File: config.mk
export PLATFORM = sky130hd
export DESIGN_NAME = sync_length_xor_deframer_unit
export DESIGN_NICKNAME = d
export VERILOG_FILES = /design/src/rtl/sld_pkg.sv /design/src/rtl/sld_core.sv /design/src/rtl/sld_outbuf.sv /design/src/rtl/sync_length_xor_deframer_unit.sv
export VERILOG_INCLUDE_DIRS = /design/src /design/src/rtl
export SDC_FILE = /design/constraint.sdc
export NUM_CORES = 1
export LEC_CHECK = 0
export ABC_CLOCK_PERIOD_IN_PS = 9200
export BUFFER_PORTS_ARGS = -buffer_cell sky130_fd_sc_hd__buf_2
export CORE_MARGIN = 5
export CORE_UTILIZATION = 30
export DETAILED_ROUTE_END_ITERATION = 6
export PLACE_DENSITY = 0.48
export SKIP_LAST_GASP = 1
export SLEW_MARGIN = 20
export SYNTH_ARGS = -nofsm -noshare
export SYNTH_HDL_FRONTEND = slang
export SYNTH_HIERARCHICAL = 1
export SYNTH_SLANG_ARGS = --single-unit
File: constraint.sdc
create_clock -name clk -period 9.2 [get_ports clk]
set_input_delay 0.46 -clock clk [delete_from_list [all_inputs] [get_ports clk]]
set_output_delay 0.46 -clock clk [all_outputs]
set_load 0.01 [all_outputs]
File: src/rtl/assert_macros.svh
// Assertion macros shared by the deframer RTL.
// Uses the including module's clk and rst; compiled out under SYNTHESIS.
`ifndef ASSERT_MACROS_SVH
`define ASSERT_MACROS_SVH
`ifndef SYNTHESIS
`define ASSERT_IMPL(lbl, prop) \
  lbl: assert property (@(posedge clk) disable iff (rst) prop) \
    else $error("assertion failed: same-cycle check");
`define ASSERT_NEXT(lbl, ante, cons) \
  lbl: assert property (@(posedge clk) disable iff (rst) (ante) |=> (cons)) \
    else $error("assertion failed: next-cycle check");
`else
`define ASSERT_IMPL(lbl, prop)
`define ASSERT_NEXT(lbl, ante, cons)
`endif
`endif

File: src/rtl/sld_pkg.sv
// Types and constants for the sync/length/xor deframer.
// No dependencies; imported by every module of the block.
package sld_pkg;

  localparam logic [31:0] SYNC_WORD_RESET = 32'd1431193938;
  localparam logic [7:0]  DELIM_RESET     = 8'd58;

  // Configuration register indexes
  localparam logic REG_SYNC_WORD = 1'b0;
  localparam logic REG_DELIM     = 1'b1;

  typedef enum logic [6:0] {
    PH_HUNT  = 7'b0000001,
    PH_SYNC1 = 7'b0000010,
    PH_SYNC2 = 7'b0000100,
    PH_SYNC3 = 7'b0001000,
    PH_LEN   = 7'b0010000,
    PH_DELIM = 7'b0100000,
    PH_BODY  = 7'b1000000
  } phase_t;

  typedef enum logic [1:0] {
    ST_NONE    = 2'd0,
    ST_PAYLOAD = 2'd1,
    ST_GOOD    = 2'd2,
    ST_BAD     = 2'd3
  } status_t;

  typedef struct packed {
    status_t    status;
    logic [7:0] payload_byte;
    logic [7:0] payload_index;
    logic [7:0] frame_length;
  } result_t;

endpackage

File: src/rtl/sld_core.sv
// Frame state machine, checksum and configuration registers of the deframer.
// Depends on sld_pkg and assert_macros.svh.
`include "assert_macros.svh"
module sld_core (
  input  logic            clk,
  input  logic            rst,
  input  logic            cfg_we,
  input  logic            cfg_index,
  input  logic [31:0]     cfg_data,
  input  logic            accept,
  input  logic [7:0]      in_byte,
  output sld_pkg::result_t res
);
  import sld_pkg::*;

  logic [31:0] sync_word;
  logic [7:0]  delimiter_byte;

  phase_t     phase, phase_next;
  logic [7:0] bytes_left, bytes_left_next;
  logic [7:0] running_xor, running_xor_next;
  logic [7:0] write_index, write_index_next;
  logic [7:0] count_dec;
  phase_t     hunt_phase;

  always_ff @(posedge clk) begin
    if (rst) begin
      sync_word      <= SYNC_WORD_RESET;
      delimiter_byte <= DELIM_RESET;
    end else if (cfg_we) begin
      case (cfg_index)
        REG_SYNC_WORD: sync_word      <= cfg_data;
        REG_DELIM:     delimiter_byte <= cfg_data[7:0];
        default:       ;
      endcase
    end
  end

  assign hunt_phase = (in_byte == sync_word[31:24]) ? PH_SYNC1 : PH_HUNT;
  assign count_dec  = bytes_left - 8'd1;

  always_comb begin
    phase_next       = phase;
    bytes_left_next  = bytes_left;
    running_xor_next = running_xor;
    write_index_next = write_index;
    res              = '0;
    res.status       = ST_NONE;
    case (phase)
      PH_SYNC1: phase_next = (in_byte == sync_word[23:16]) ? PH_SYNC2 : hunt_phase;
      PH_SYNC2: phase_next = (in_byte == sync_word[15:8])  ? PH_SYNC3 : hunt_phase;
      PH_SYNC3: phase_next = (in_byte == sync_word[7:0])   ? PH_LEN   : hunt_phase;
      PH_LEN: begin
        bytes_left_next = in_byte;
        phase_next      = PH_DELIM;
      end
      PH_DELIM: begin
        if (in_byte == delimiter_byte) begin
          phase_next       = PH_BODY;
          write_index_next = 8'd0;
          running_xor_next = sync_word[31:24] ^ sync_word[23:16] ^ sync_word[15:8] ^
                             sync_word[7:0] ^ delimiter_byte ^ bytes_left;
        end else begin
          phase_next = hunt_phase;
        end
      end
      PH_BODY: begin
        bytes_left_next = count_dec;
        if (count_dec != 8'd0) begin
          res.status        = ST_PAYLOAD;
          res.payload_byte  = in_byte;
          res.payload_index = write_index;
          write_index_next  = write_index + 8'd1;
          running_xor_next  = running_xor ^ in_byte;
        end else begin
          // check byte ends the frame
          phase_next       = PH_HUNT;
          res.status       = (running_xor == in_byte) ? ST_GOOD : ST_BAD;
          res.frame_length = write_index;
        end
      end
      default: phase_next = hunt_phase;
    endcase
  end

  always_ff @(posedge clk) begin
    if (rst) begin
      phase       <= PH_HUNT;
      bytes_left  <= 8'd0;
      running_xor <= 8'd0;
      write_index <= 8'd0;
    end else if (accept) begin
      phase       <= phase_next;
      bytes_left  <= bytes_left_next;
      running_xor <= running_xor_next;
      write_index <= write_index_next;
    end
  end

  `ASSERT_IMPL(a_payload_only_in_body, (accept && res.status == ST_PAYLOAD) |-> (phase == PH_BODY))
  `ASSERT_NEXT(a_delim_starts_body, accept && phase == PH_DELIM && in_byte == delimiter_byte, phase == PH_BODY && write_index == 8'd0)
  `ASSERT_NEXT(a_frame_end_hunts, accept && (res.status == ST_GOOD || res.status == ST_BAD), phase == PH_HUNT)

endmodule

File: src/rtl/sld_outbuf.sv
// Two-entry output buffer (result register plus skid) of the deframer.
// Depends on sld_pkg and assert_macros.svh.
`include "assert_macros.svh"
module sld_outbuf (
  input  logic             clk,
  input  logic             rst,
  input  logic             in_valid,
  output logic             in_ready,
  input  sld_pkg::result_t in_res,
  output logic             m_tvalid,
  input  logic             m_tready,
  output logic [23:0]      m_tdata,  // payload_byte[7:0], payload_index[15:8], frame_length[23:16]
  output logic [1:0]       m_tuser   // status[1:0]
);
  import sld_pkg::*;

  logic    out_valid;
  logic    skid_valid;
  result_t out_res;
  result_t skid_res;
  logic    in_take;
  logic    out_take;

  assign in_ready = !skid_valid;
  assign in_take  = in_valid && in_ready;
  assign out_take = out_valid && m_tready;

  always_ff @(posedge clk) begin
    if (rst) begin
      out_valid  <= 1'b0;
      skid_valid <= 1'b0;
    end else if (out_take || !out_valid) begin
      // output slot free: drain skid first, else load new request
      if (skid_valid) begin
        out_res    <= skid_res;
        out_valid  <= 1'b1;
        skid_valid <= 1'b0;
      end else if (in_take) begin
        out_res   <= in_res;
        out_valid <= 1'b1;
      end else begin
        out_valid <= 1'b0;
      end
    end else if (in_take) begin
      skid_res   <= in_res;
      skid_valid <= 1'b1;
    end
  end

  assign m_tvalid = out_valid;
  assign m_tdata  = {out_res.frame_length, out_res.payload_index, out_res.payload_byte};
  assign m_tuser  = out_res.status;

  `ASSERT_IMPL(a_skid_behind_out, skid_valid |-> out_valid)
  `ASSERT_NEXT(a_stall_fills_skid, in_take && out_valid && !m_tready, skid_valid)
  `ASSERT_NEXT(a_skid_drains, skid_valid && m_tready, out_valid && !skid_valid)

endmodule

File: src/rtl/sync_length_xor_deframer_unit.sv
// Top level of the sync/length/xor deframer.
// Depends on sld_pkg, sld_core and sld_outbuf.
//
// Takes one received byte per request and returns one result per byte:
// it hunts for the four-byte sync word, reads a length byte and the
// delimiter, passes each payload byte with its index and reports frame
// good or checksum error on the check byte. One byte is accepted every
// cycle while s_tready is high; the frame state and the result are both
// registered on acceptance, the result in a two-entry output buffer that
// runs at full rate while m_tready stays high and still takes one more
// byte on a cycle where the master side stalls; s_tready drops only
// while both entries hold results. Configuration is written through
// cfg_we/cfg_index/cfg_data (index 0 sync word, index 1 delimiter).
module sync_length_xor_deframer_unit (
  input  logic        clk,
  input  logic        rst,
  input  logic        cfg_we,
  input  logic        cfg_index,
  input  logic [31:0] cfg_data,
  input  logic        s_tvalid,
  output logic        s_tready,
  input  logic [7:0]  s_tdata,   // rx_byte[7:0]
  output logic        m_tvalid,
  input  logic        m_tready,
  output logic [23:0] m_tdata,   // payload_byte[7:0], payload_index[15:8], frame_length[23:16]
  output logic [1:0]  m_tuser    // status[1:0]
);
  import sld_pkg::*;

  result_t core_res;
  logic    accept;

  assign accept = s_tvalid && s_tready;

  sld_core u_core (
    .clk       (clk),
    .rst       (rst),
    .cfg_we    (cfg_we),
    .cfg_index (cfg_index),
    .cfg_data  (cfg_data),
    .accept    (accept),
    .in_byte   (s_tdata),
    .res       (core_res)
  );

  sld_outbuf u_outbuf (
    .clk      (clk),
    .rst      (rst),
    .in_valid (s_tvalid),
    .in_ready (s_tready),
    .in_res   (core_res),
    .m_tvalid (m_tvalid),
    .m_tready (m_tready),
    .m_tdata  (m_tdata),
    .m_tuser  (m_tuser)
  );

endmodule
-- Yosys cells after proc, flatten, opt, wreduce, memory -nomap -nowiden
Index checks and enable logic that the tools add are counted.
- add/sub/neg operators: 2
- equality and inequality tests: 15
- mux-type cells: 23
- bitwise operators: 9
- reduce and logical (&&, ||, !) cells: 17
- operators by type and width (kind ; number):
    two-way mux 26 bit ; 3
    == test 8 bit ; 6
    case mux 8 bit (2 select lines) ; 3
    bitwise XOR 8 bit ; 6
    case mux 7 bit (6 select lines) ; 1
    two-way mux 8 bit ; 5
    two-way mux 7 bit ; 5
    two-way mux 16 bit ; 1
    adder 8 x 1 -> 8 bit, second input constant ; 1
    AND reduction 2 bit ; 4
    nonzero test 8 bit ; 1
    subtractor 8 x 1 -> 8 bit, second input constant ; 1
    == test 7 x 2 -> 1 bit, second input constant ; 1
    == test 7 x 3 -> 1 bit, second input constant ; 1
    == test 7 x 4 -> 1 bit, second input constant ; 1
    == test 7 x 5 -> 1 bit, second input constant ; 1
    == test 7 x 6 -> 1 bit, second input constant ; 1
    == test 7 bit, second input constant ; 1
    AND reduction 3 bit ; 2
    nonzero test 2 bit ; 3
    two-way mux 2 bit ; 2
    inequality test 2 x 1 -> 1 bit, second input constant ; 2
    AND reduction 4 bit ; 1
    two-way mux 1 bit ; 3
    other kinds (6) ; 10
- flip-flop bits (word level): 125
- bits of input ports: 46
- output and inout bits: 28
- word-level logic and storage cells: 82

-- Depth between registers and ports, before layout
Gate-level depths: netlist of the first run.
- word-level depth: 7
- depth in mapped cells: 11
- mapped depth without buffers: 8

-- Modules after synthesis
The synthesis of the first run kept the hierarchy.
- modules (own cells, without submodules) (module ; instances ; cells each ; area each (µm²) ; sequential area each (µm²)):
    sld_core ; 1 ; 568 ; 4355.4 ; 1421.4
    sld_outbuf ; 1 ; 91 ; 2001.9 ; 1601.5
    sync_length_xor_deframer_unit ; 1 ; 1 ; 6.3 ; 0.0

-- Least setup slack after synthesis of the first run
Ideal clock, no wire load.
- kind: register to register
- start point: reg u_outbuf.skid_valid
- end point: reg u_outbuf.out_res (netlist bit u_outbuf/m_tdata[0]) (enable)
- library setup time: 0.442 ns
- data arrival time: 2.479 ns
- data required time: 8.758 ns
- path slack: 6.279 ns
- stages on the path, launching flop included: 5
- buffers on the path: 2
- period minus slack after synthesis: 2.921 ns
- path through: dfxtp_1 buf_6 buf_8 nor2_1 nor3_1
- longest elaborated chain between the ends: 4
- ends and longest elaborated chain (item ; RTL line ; RTL):
    start: declaration ; sld_outbuf.sv:18 ; logic skid_valid;
    start signal: assignment ; sld_outbuf.sv:31 ; skid_valid <= 1'b0;
    start signal: assignment ; sld_outbuf.sv:37 ; skid_valid <= 1'b0;
    start signal: assignment ; sld_outbuf.sv:46 ; skid_valid <= 1'b1;
    logical NOT 1 bit ; sld_outbuf.sv:24 ; assign in_ready = !skid_valid;
    logical AND 1 bit ; sld_outbuf.sv:25 ; assign in_take = in_valid && in_ready;
    nonzero test 2 bit (no source line) (*) ; - ;
    AND reduction 3 bit (no source line) (*) ; - ;
    end signal: assignment ; sld_outbuf.sv:35 ; out_res <= skid_res;
    end signal: assignment ; sld_outbuf.sv:39 ; out_res <= in_res;
    end: declaration ; sld_outbuf.sv:19 ; result_t out_res;
Every way passes the cells marked *; elsewhere a longest branch is shown, timed or not.
A chain may end at the register's enable or synchronous reset.

-- Final worst setup path of the first run
- start point: reg u_core.bytes_left[0]
- end point: reg u_core.running_xor[2]
- longest elaborated chain between the ends: 4
- ends and longest elaborated chain (item ; RTL line ; RTL):
    start: declaration ; sld_core.sv:20 ; logic [7:0] bytes_left, bytes_left_next;
    start signal: assignment ; sld_core.sv:94 ; bytes_left <= bytes_left_next;
    subtractor 8 x 1 -> 8 bit ; sld_core.sv:40 ; assign count_dec = bytes_left - 8'd1;
    nonzero test 8 bit ; sld_core.sv:69 ; if (count_dec != 8'd0) begin
    inequality test 2 x 1 -> 1 bit (no source line) ; - ;
    AND reduction 4 bit (no source line) ; - ;
    end signal: assignment ; sld_core.sv:95 ; running_xor <= running_xor_next;
    end: declaration ; sld_core.sv:21 ; logic [7:0] running_xor, running_xor_next;
Every way passes these cells.

==> reports/results.tsv, run 1 <==
stage	metric	value	unit
run_status	status	completed	
place	gp_routability_congestion	0.804	
worst_hold_path	holdCritPathClass	in2reg	
synthesis	synth_area	6360	µm²
floorplan	die_area	24200	µm²
drt	met1_length	7750	µm
place	pre_cts_ws	6050	ps
drt	wl_met3	841	µm
place	placed_cell_area	6930	µm²
synthesis	ys_seq_area_share	47.5	%
synthesis	synth-edff-count	52	
synthesis	synth_seq_cells	125	
critical_path	critPathKind	reg2reg	
drt	ant_nets	0	
drt	via_count	4936	
clocking	cts_sinks	125	
power_and_ir_drop	p_per_area	190	nW/µm²
final_layout	n_fill_cell	2187	
drt	drt_iter0_drc	236	
power_and_ir_drop	p_leak	2.78	nW
timing	tns	0	ps
synthesis	synth_fp_nets	709	
job	drv_cap	0	
final_layout	final_util	36.0	%
synthesis	syn-instance-count	660	
synthesis	syn_area_per_cell	9.64	µm²
critical_path	crit_required	9550	ps
drt	wl_met2	7570	µm
place	post-dp-hpwl	11500	µm
timing	clock.fmax	312	MHz
drt	detail_route.first_pass.iterations	5	
grt	grtUsageTotal	13.8	%
timing	post-route-period-util	34.8	%
timing	min_period	3210	ps
timing	timing.final.max_slew_violations	0	
clocking	clk_pin_slew	60	ps
synthesis	synth_area_leaders	edfxtp_1 (25%), dfxtp_1 (23%), xnor2_1 (8.0%), nand2_1 (5.5%), xor2_1 (4.7%)	
critical_path	slowest_delay	730	ps
clocking	cts-htree-levels	4	
grt	grt_pass1_wl	26600	µm
floorplan	core	21000	µm²
critical_path	endpoint_kind	flop	
drt	wl_per_cell	16.4	µm
critical_path	worst_r2r_startpoint	u_core/bytes_left[0]	
power_and_ir_drop	ir_drop	0.137	mV
critical_path	crit_fanout	19	
clocking	cts-root-buf	clkbuf_16	
synthesis	synth_commonest_cells	nand2_1 (94), dfxtp_1 (73), xnor2_1 (58)	
floorplan	fp.dieW	156	µm
drt	drc	0	
critical_path	cp-startpoint	u_core/bytes_left[0]	
clocking	insertion_delay	420	ps
timing	worst_slew_pin_slew	959	ps
final_layout	finalInstanceArea	7550	µm²
timing	finClkSkew	9.94	ps
clocking	postCtsSetupBuffers	0	
final_layout	n_antenna_cell	0	
place	port_buffers	73	
drt	routed_via_density	4.94	
drt	drt_wl_total	16400	µm
synthesis	synth_top_area_cell	edfxtp_1	
drt	dr.max_layer_used	met4	
clocking	post_cts_resized	0	
synthesis	synthArstFlopShare	0	%
final_layout	finalNetCount	760	
clocking	cts_buffers	17	
synthesis	ys_types	55	
clocking	cts_tree	built	
timing	worst_slack	5990	ps
final_layout	area_delta_synth_final	18.6	%
floorplan	io_pins	74	
final_layout	seq_area	3020	µm²
grt	grt_overflow	0	
critical_path	worstSetupStartpointType	flop	
critical_path	reg2reg_slack	5990	ps
grt	grt_max_degree	57	
critical_path	worstPathCellList	inv_1, ha_1, or3b_4, o21a_1, or4_4, a21oi_1, o21ai_0, a21oi_1	
timing	finalSetupViolations	0	
critical_path	arrival	3550	ps
timing	hold_violations	0	
clocking	max-clock-path-buffers	2	
grt	grt_pass1_vias	4946	
synthesis	synth_top_area_share	24.5	%
timing	maxSlewHeadroom	35.7	%
synthesis	synth-warning-count	6	
clocking	ctsHoldBuffers	0	
critical_path	cpMostUsedCell	a21oi_1	
synthesis	yosysMostFrequentCell	nand2_1	
timing	rsz0062_at_grt	no	
worst_hold_path	min_from	cfg_data[19]	
floorplan	fp-row-count	53	
final_layout	drive_gt1_share	20.7	%
floorplan	initial_utilization	30.4	%
grt	antenna_found_initial	0	
synthesis	synthFlopType	dfxtp_1	
final_layout	multi_input_area	3120	µm²
critical_path	crit_slowest_cell	a21oi_1	
floorplan	die_y	156	µm
==> area by class of cell <==
class                           instances  share of cell area, %
Clock buffer                           18                   5.69
Multi-Input combinational cell        481                   41.3
Tap cell                              275                   4.56
Sequential cell                       125                   40.1
Inverter                                6                  0.298
Timing Repair Buffer                   80                   5.54
Clock inverter                         14                   2.54
==> power by group <==
| group | total, mW | switching (mW) | leakage, nW | internal (mW) |
|---|---|---|---|---|
| combinational | 0.118 | 0.0677 | 1.44 | 0.0501 |
| clock | 0.707 | 0.254 | 0.296 | 0.453 |
| sequential | 0.606 | 0.0134 | 1.05 | 0.592 |
==> sequential cells by signal (all words and copies together) (netlist names) <==
register / count
u_outbuf/skid_res: 26
u_core/sync_word: 32
u_core/bytes_left: 8
u_outbuf/m_tvalid: 1
u_outbuf/m_tuser: 2
u_core/delimiter_byte: 8
u_core/running_xor: 8
u_outbuf/m_tdata: 24
u_outbuf/skid_valid: 1
u_core/write_index: 8
u_core/phase: 7
==> cells by family after synthesis <==
group,count (synthesis),synth area share [%]
flip-flops,125,47.5
adder cells (fa/ha/maj),3,0.590
multiplexers,29,5.49
XOR/XNOR,92,12.7
AO/OA/AOI/OAI,108,10.1
AND/OR/NAND/NOR,249,19.8
buffers and inverters,54,3.87
==> worst max-delay path, delay by kind of cell (launching register included) <==
kind            cells  cell delay, ps
simple gates        2            1060
buf+inv             1             110
fa+ha+maj           1             220
flops               1             380
compound gates      4            1360
==> per-layer routing <==
layer,vias up,global-route usage (%)
met5,-,0
met4,0,4.38
met3,17,3.77
met2,126,21.1
met1,2368,19.0
li1,2425,-
==> metrics by stage <==
stage | instances | hold slack [ps] | power [mW]
global route | 999 | 248 | 1.49
detailed placement | 967 | 438 | 0.737
global placement | 967 | 431 | 0.734
CTS | 999 | 233 | 1.45
finish | 999 | 247 | 1.43
floorplan | 660 | 419 | 0.697
==> path summary, 6_finish.rpt <==
| check | to | cells after the start |
|---|---|---|
| worst max-delay path | u_core/running_xor[2] | 8 |
| worst min-delay path | u_core/sync_word[19] | 3 |
| worst max register to register | u_core/running_xor[2] | 8 |
| worst min register to register | u_core/write_index[7] | 1 |
==> layout by cell type (no fill, tap or decap), types with 3 or more instances in the layout <==
master     netlist  routed
dfxtp_1         73      73
inv_1            6       6
o21ai_0         33      33
clkinv_4         0       3
buf_2            2      73
nand3_1         41      41
clkbuf_16        0      17
xor2_1          34      34
mux2i_1          3       3
xnor2_1         58      58
nor4_1          13      13
nor3_1          10       9
a22o_1           4       4
nand3b_1         9       9
and3_1          17      17
mux2_2          19      19
nand2_1         94      94
edfxtp_1        52      52
a211oi_1         3       3
or2_2            5       5
buf_4            0       7
nor2_1          23      23
mux2_4           7       7
a31oi_1          6       6
ha_1             3       3
nand4_1          9       9
a21o_1           3       3
and2_1           9       9
bufinv_16        0       4
a21oi_1         42      42
Power figures use the tool's default switching activity.
==> inputs of run 2 (changes only) <==
Settings changed: ABC_CLOCK_PERIOD_IN_PS 9200 to 3400.
Clock period 9.2 ns to 3.4 ns, I/O delays scaled along.
==> run 2 against run 1 <==
Net effect: flip-flop and latch count unchanged; die area did not move; clock-buffer cell count is 2 higher; utilization grew 1.5 points; power grew to 2.7 times the previous value; global-route usage up 0.32 points; clock power rose to 2.7 times the previous value; non-clock buffer count up 36; largest cell class unchanged.
==> reports/results.tsv, run 2 (synthesis results as in run 1) <==
stage	metric	value	unit	change
timing	hold_violations	0		unchanged
power_and_ir_drop	power.total	3.87	mW	+170%
drt	drc	0		unchanged
critical_path	arrival	3170	ps	-380 ps
grt	grt_pass1_wl	27200	µm	+2.0%
timing	finalSetupViolations	0		unchanged
final_layout	drive_gt1_share	20.5	%	-0.19 points
timing	maxSlewHeadroom	33.8	%	-1.9 points
timing	min_period	2850	ps	-351 ps
floorplan	core	21000	µm²	unchanged
drt	via_count	5028		+1.9%
final_layout	final_cell_mix	nand2_1 (94), buf_2 (73), dfxtp_1 (73)		
clocking	postCtsSetupBuffers	0		unchanged
drt	drt_iter0_drc	269		+14%
clocking	cts-root-buf	clkbuf_16		
place	pre_cts_ws	595	ps	-5460 ps
grt	grtUsageTotal	14.1	%	+0.32 points
grt	grt_max_degree	46		-19%
worst_hold_path	holdCritPathClass	in2reg		
grt	grt_overflow	0		unchanged
drt	drt_wl_total	16800	µm	+2.1%
grt	grt_pass1_vias	5100		+3.1%
timing	worst_slack	545	ps	-5450 ps
clocking	clk_pin_slew	60	ps	about the same
critical_path	reg2reg_slack	550	ps	-5450 ps
final_layout	finalNetCount	796		+4.7%
floorplan	fp.dieW	156	µm	unchanged
place	gp_routability_congestion	0.869		+8.1%
place	post-dp-hpwl	11800	µm	+2.1%
run_status	status	completed		
floorplan	initial_utilization	30.4	%	unchanged
floorplan	io_pins	74		unchanged
clocking	cts_buffers	17		unchanged
critical_path	crit_required	3710	ps	-5840 ps
drt	ant_nets	0		unchanged
timing	post-route-period-util	84.0	%	+49 points
drt	routed_via_density	4.86		-1.7%
power_and_ir_drop	p_leak	2.93	nW	+5.1%
power_and_ir_drop	p_per_area	492	nW/µm²	+160%
clocking	insertion_delay	410	ps	about the same
final_layout	finalInstanceArea	7870	µm²	+4.2%
floorplan	die_y	156	µm	unchanged
timing	worst_slew_pin_slew	987	ps	+28.3 ps
timing	finClkSkew	5.47	ps	-4.47 ps
timing	rsz0062_at_grt	no		
job	drv_cap	0		unchanged
worst_hold_path	min_from	cfg_data[0]		
clocking	max-clock-path-buffers	2		unchanged
worst_hold_path	hold_depth	3		unchanged
final_layout	largest_reg_flops	32		unchanged
worst_hold_path	holdPathEnd	u_core/delimiter_byte[0]		
timing	tns	0	ps	unchanged
final_layout	area_delta_synth_final	23.6	%	
power_and_ir_drop	ir_drop	0.294	mV	+120%
critical_path	r2r-end	u_core/write_index[7]		
critical_path	worst_r2r_startpoint	u_core/bytes_left[1]		
timing	hold_slack	22.5	ps	-224 ps
timing	timing.final.max_slew_violations	0		unchanged
timing	clock.fmax	350	MHz	+12%
critical_path	r2r_cells	8		unchanged
floorplan	fp-row-count	53		unchanged
place	port_buffers	73		unchanged
critical_path	critPathKind	reg2reg		
clocking	cts_sinks	125		unchanged
final_layout	n_antenna_cell	0		unchanged
grt	antenna_found_initial	0		unchanged
drt	detail_route.first_pass.iterations	4		-1
clocking	cts-htree-levels	4		unchanged
critical_path	worstSetupStartpointType	flop		
critical_path	endpoint_kind	flop		
critical_path	crit_fanout	19		unchanged
floorplan	die_area	24200	µm²	unchanged
place	placed_cell_area	6980	µm²	+0.79%
drt	wl_per_cell	16.2	µm	-1.5%
critical_path	cp-startpoint	u_core/bytes_left[1]		
final_layout	layout_commonest_cell	nand2_1		
clocking	cts_tree	built		
final_layout	regMostFlops	u_core/sync_word		
[run 2: cell count changes in the layout (fill, tap and decap cells not counted), sizes merged]
cell	delta
clkinv	-2
clkbuf	+2
buf	+8
clkinvlp	+1
dlygate4sd3	+28
inv	-1
[run 2: layer usage]
| layer | part of all wire, % | vias up | global-route usage, % |
|---|---|---|---|
| li1 | - | 2491 | - |
| met1 | 46 | 2391 | 18.4 |
| met2 | 47 | 124 | 22.7 |
| met3 | 5.4 | 22 | 3.41 |
| met4 | 1.6 | 0 | 5.38 |
| met5 | 0 | - | 0 |
[run 2: worst max-delay path, cell delays in order, from the launching register on]
cell	delay, ps
dfxtp_1	370
inv_1	130
ha_1	220
or3b_4	410
o21a_1	210
or4_4	660
a21o_4	340
a311o_1	330
o31ai_1	80
[run 2: power by group]
part	switching, mW	total [mW]	internal [mW]
registers	0.0363	1.64	1.60
clock network	0.662	1.88	1.22
logic	0.191	0.349	0.158
total	0.889	3.87	2.98
[run 2: cell type report]
cell class | count | area (µm²)
inverter | 6 | 22.5
clock inverter | 12 | 169
tap | 275 | 344
multi-input combinational | 481 | 3110
fill | 2099 | 13100
clock buffer | 20 | 437
sequential | 125 | 3020
timing repair buffer | 116 | 758
[run 2: how the worst max path moves through the flow]
stage	endpoint	slack (ps)	cells past startpoint
2_1_floorplan	u_outbuf/m_tdata[0]	480	4
3_3_place_gp	u_core/write_index[7]	680	8
3_5_place_dp	u_core/write_index[7]	590	8
4_1_cts	u_core/write_index[7]	570	8
5_1_grt	u_core/running_xor[6]	370	9
6_report	u_core/write_index[7]	550	8
[run 2: repair_timing]
| action | 4_1_cts | 5_1_grt |
|---|---|---|
| endpoints found under the setup margin | 0 | 0 |
| hold buffers | 28 | 0 |
| endpoints found under the hold margin | 30 | 0 |
| gates resized for setup | 0 | 0 |
[run 2: per-stage QoR]
step / std cells / utilization, %
after floorplan: 660 / -
after global placement: 975 / 33.3
after detailed placement: 975 / 33.3
after CTS: 1035 / 37.5
after global routing: 1035 / 37.5
final: 1035 / 37.5
==> inputs of run 3 (changes only) <==
Settings changed: ABC_CLOCK_PERIOD_IN_PS 3400 to 2800.
Clock period 3.4 ns to 2.8 ns, I/O delays scaled along.
==> run 3 against run 2 <==
Net effect: sequential share of layout area is 0.21 points lower; combinational power grew 21%; clock-buffer cell count stayed put; register-to-register slack got worse by 340 ps.
==> reports/results.tsv, run 3 (synthesis results as in run 1) <==
stage	metric	value	unit	change
run_status	status	completed		
timing	timing.final.max_slew_violations	0		unchanged
floorplan	fp.dieW	156	µm	unchanged
final_layout	finalNetCount	805		+1.1%
power_and_ir_drop	ir_drop	0.408	mV	+39%
power_and_ir_drop	power_frac_comb	9.4	%	+0.4 points
critical_path	reg2reg_slack	210	ps	-340 ps
clocking	clk_pin_slew	50	ps	about the same
critical_path	crit_required	3130	ps	-580 ps
grt	grt_pass1_wl	26900	µm	-0.84%
critical_path	endpoint_kind	flop		
final_layout	largest_reg_flops	32		unchanged
critical_path	cp-startpoint	u_core/bytes_left[1]		
power_and_ir_drop	p_leak	2.95	nW	+0.69%
power_and_ir_drop	p_per_area	570	nW/µm²	+16%
floorplan	die_area	24200	µm²	unchanged
power_and_ir_drop	internal-power	3.44	mW	+15%
final_layout	area_delta_synth_final	24.3	%	
drt	wl_per_cell	16.0	µm	-1.1%
final_layout	final_util	37.7	%	+0.20 points
timing	clock.fmax	385	MHz	+10%
clocking	max-clock-path-buffers	2		unchanged
place	port_buffers	73		unchanged
drt	routed_via_density	4.86		about the same
clocking	cts_tree	built		
clocking	cts-root-buf	clkbuf_16		
timing	finClkSkew	5.32	ps	-0.150 ps
floorplan	core	21000	µm²	unchanged
critical_path	worstSetupStartpointType	flop		
timing	maxSlewHeadroom	28.8	%	-5.0 points
critical_path	worst_r2r_startpoint	u_core/bytes_left[1]		
floorplan	initial_utilization	30.4	%	unchanged
power_and_ir_drop	seq_power_share	44.2	%	+1.8 points
critical_path	r2r_cells	8		unchanged
power_and_ir_drop	p_switching	1.06	mW	+20%
timing	finalSetupViolations	0		unchanged
power_and_ir_drop	p_sw_share	23.6	%	+0.64 points
grt	grt_overflow	0		unchanged
drt	drt_iter0_drc	222		-17%
critical_path	critPathKind	reg2reg		
grt	grt_pass1_vias	5105		+0.098%
clocking	cts-htree-levels	4		unchanged
timing	rsz0062_at_grt	no		
clocking	insertion_delay	420	ps	about the same
place	post-dp-hpwl	11700	µm	-0.32%
drt	drc	0		unchanged
clocking	cts_sinks	125		unchanged
job	drv_cap	0		unchanged
floorplan	io_pins	74		unchanged
timing	post-route-period-util	92.7	%	+8.7 points
final_layout	drive_gt1_share	20.7	%	+0.15 points
final_layout	layout_commonest_cell	nand2_1		
critical_path	endpoint	u_core/write_index[7]		
grt	grtUsageTotal	14.1	%	-0.048 points
timing	min_period	2590	ps	-260 ps
timing	hold_violations	0		unchanged
floorplan	fp-row-count	53		unchanged
critical_path	crit_fanout	19		unchanged
clocking	postCtsSetupBuffers	0		unchanged
grt	grt_max_degree	45		-2.2%
worst_hold_path	holdCritPathClass	in2reg		
place	place_inst	980		+0.51%
drt	ant_nets	0		unchanged
clocking	cts_buffers	17		unchanged
drt	drt_wl_total	16700	µm	-0.20%
drt	detail_route.first_pass.iterations	4		unchanged
final_layout	final_cell_mix	nand2_1 (94), buf_2 (73), dfxtp_1 (73)		
timing	worst_slew_pin_slew	1060	ps	+74.5 ps
final_layout	n_antenna_cell	0		unchanged
critical_path	r2r-end	u_core/write_index[7]		
place	gp_routability_congestion	0.814		-6.3%
power_and_ir_drop	p_clk_share	46.4	%	-2.2 points
timing	tns	0	ps	unchanged
critical_path	arrival	2920	ps	-250 ps
grt	antenna_found_initial	0		unchanged
final_layout	fin_cells	1044		+0.87%
floorplan	die_y	156	µm	unchanged
drt	via_count	5073		+0.89%
final_layout	regMostFlops	u_core/sync_word		
-- run 3: cell types whose count changed in the layout (fill, tap and decap cells not counted), sizes merged --
cell / change
buf: +5
bufinv: -2
clkinv: +1
dlygate4sd3: +4
inv: +1
-- run 3: power by group through the flow --
stage	Sequential [mW]	Clock, mW	Combinational [mW]
2_1_floorplan	2.03	0	0.263
3_3_place_gp	2.03	0	0.388
3_5_place_dp	2.03	0	0.395
4_1_cts	1.99	2.15	0.430
5_1_grt	2.00	2.22	0.471
6_report	1.99	2.09	0.424
-- run 3: repair_timing --
item,in CTS,in global routing
endpoints found under the setup margin,0,2
gates resized for setup,0,1
hold buffers,32,0
endpoints found under the hold margin,40,0
-- run 3: how the worst min path moves through the flow --
stage | start | end | slack (ps) | cells after the start
floorplan | rst | u_outbuf/m_tvalid | 210 | 1
global placement | cfg_data[14] | u_core/sync_word[14] | 360 | 3
detailed placement | cfg_data[18] | u_core/sync_word[18] | 360 | 3
CTS | s_tvalid | u_outbuf/m_tvalid | 60 | 3
global route | cfg_index | u_core/delimiter_byte[7] | 100 | 3
finish | s_tvalid | u_outbuf/m_tvalid | 80 | 3
-- run 3: area by class of cell --
class                      instances  area, µm²
tap                              275        344
inverter                           6       22.5
fill                            2151      13000
clock inverter                    12        120
clock buffer                      20        437
multi-input combinational        481       3130
timing repair buffer             125        836
sequential                       125       3020
-- run 3: critical path: stages (launching register included) --
cell,delay (ps)
dfxtp_1,310
inv_1,90
ha_2,210
or3b_4,400
o21a_1,200
or4_4,560
a21o_4,340
a311o_1,330
o31ai_1,60
-- run 3: per-stage QoR --
stage | power, mW | area (µm²) | setup slack, ps | hold slack (ps)
4_1_cts | 4.57 | 7900 | 113 | 63.8
6_report | 4.51 | 7910 | 205 | 75.7
3_5_place_dp | 2.43 | 7020 | 128 | 358
5_1_grt | 4.69 | 7910 | 42.5 | 103
3_3_place_gp | 2.42 | 7020 | 164 | 361
2_1_floorplan | 2.29 | 6370 | 6.19 | 209
-- run 3: per-layer routing --
metal	track usage, %	up-vias	part of all wire, %
li1	-	2517	-
met1	18.6	2419	48
met2	22.2	109	45
met3	3.44	28	4.5
met4	5.54	0	2.6
met5	0	-	0
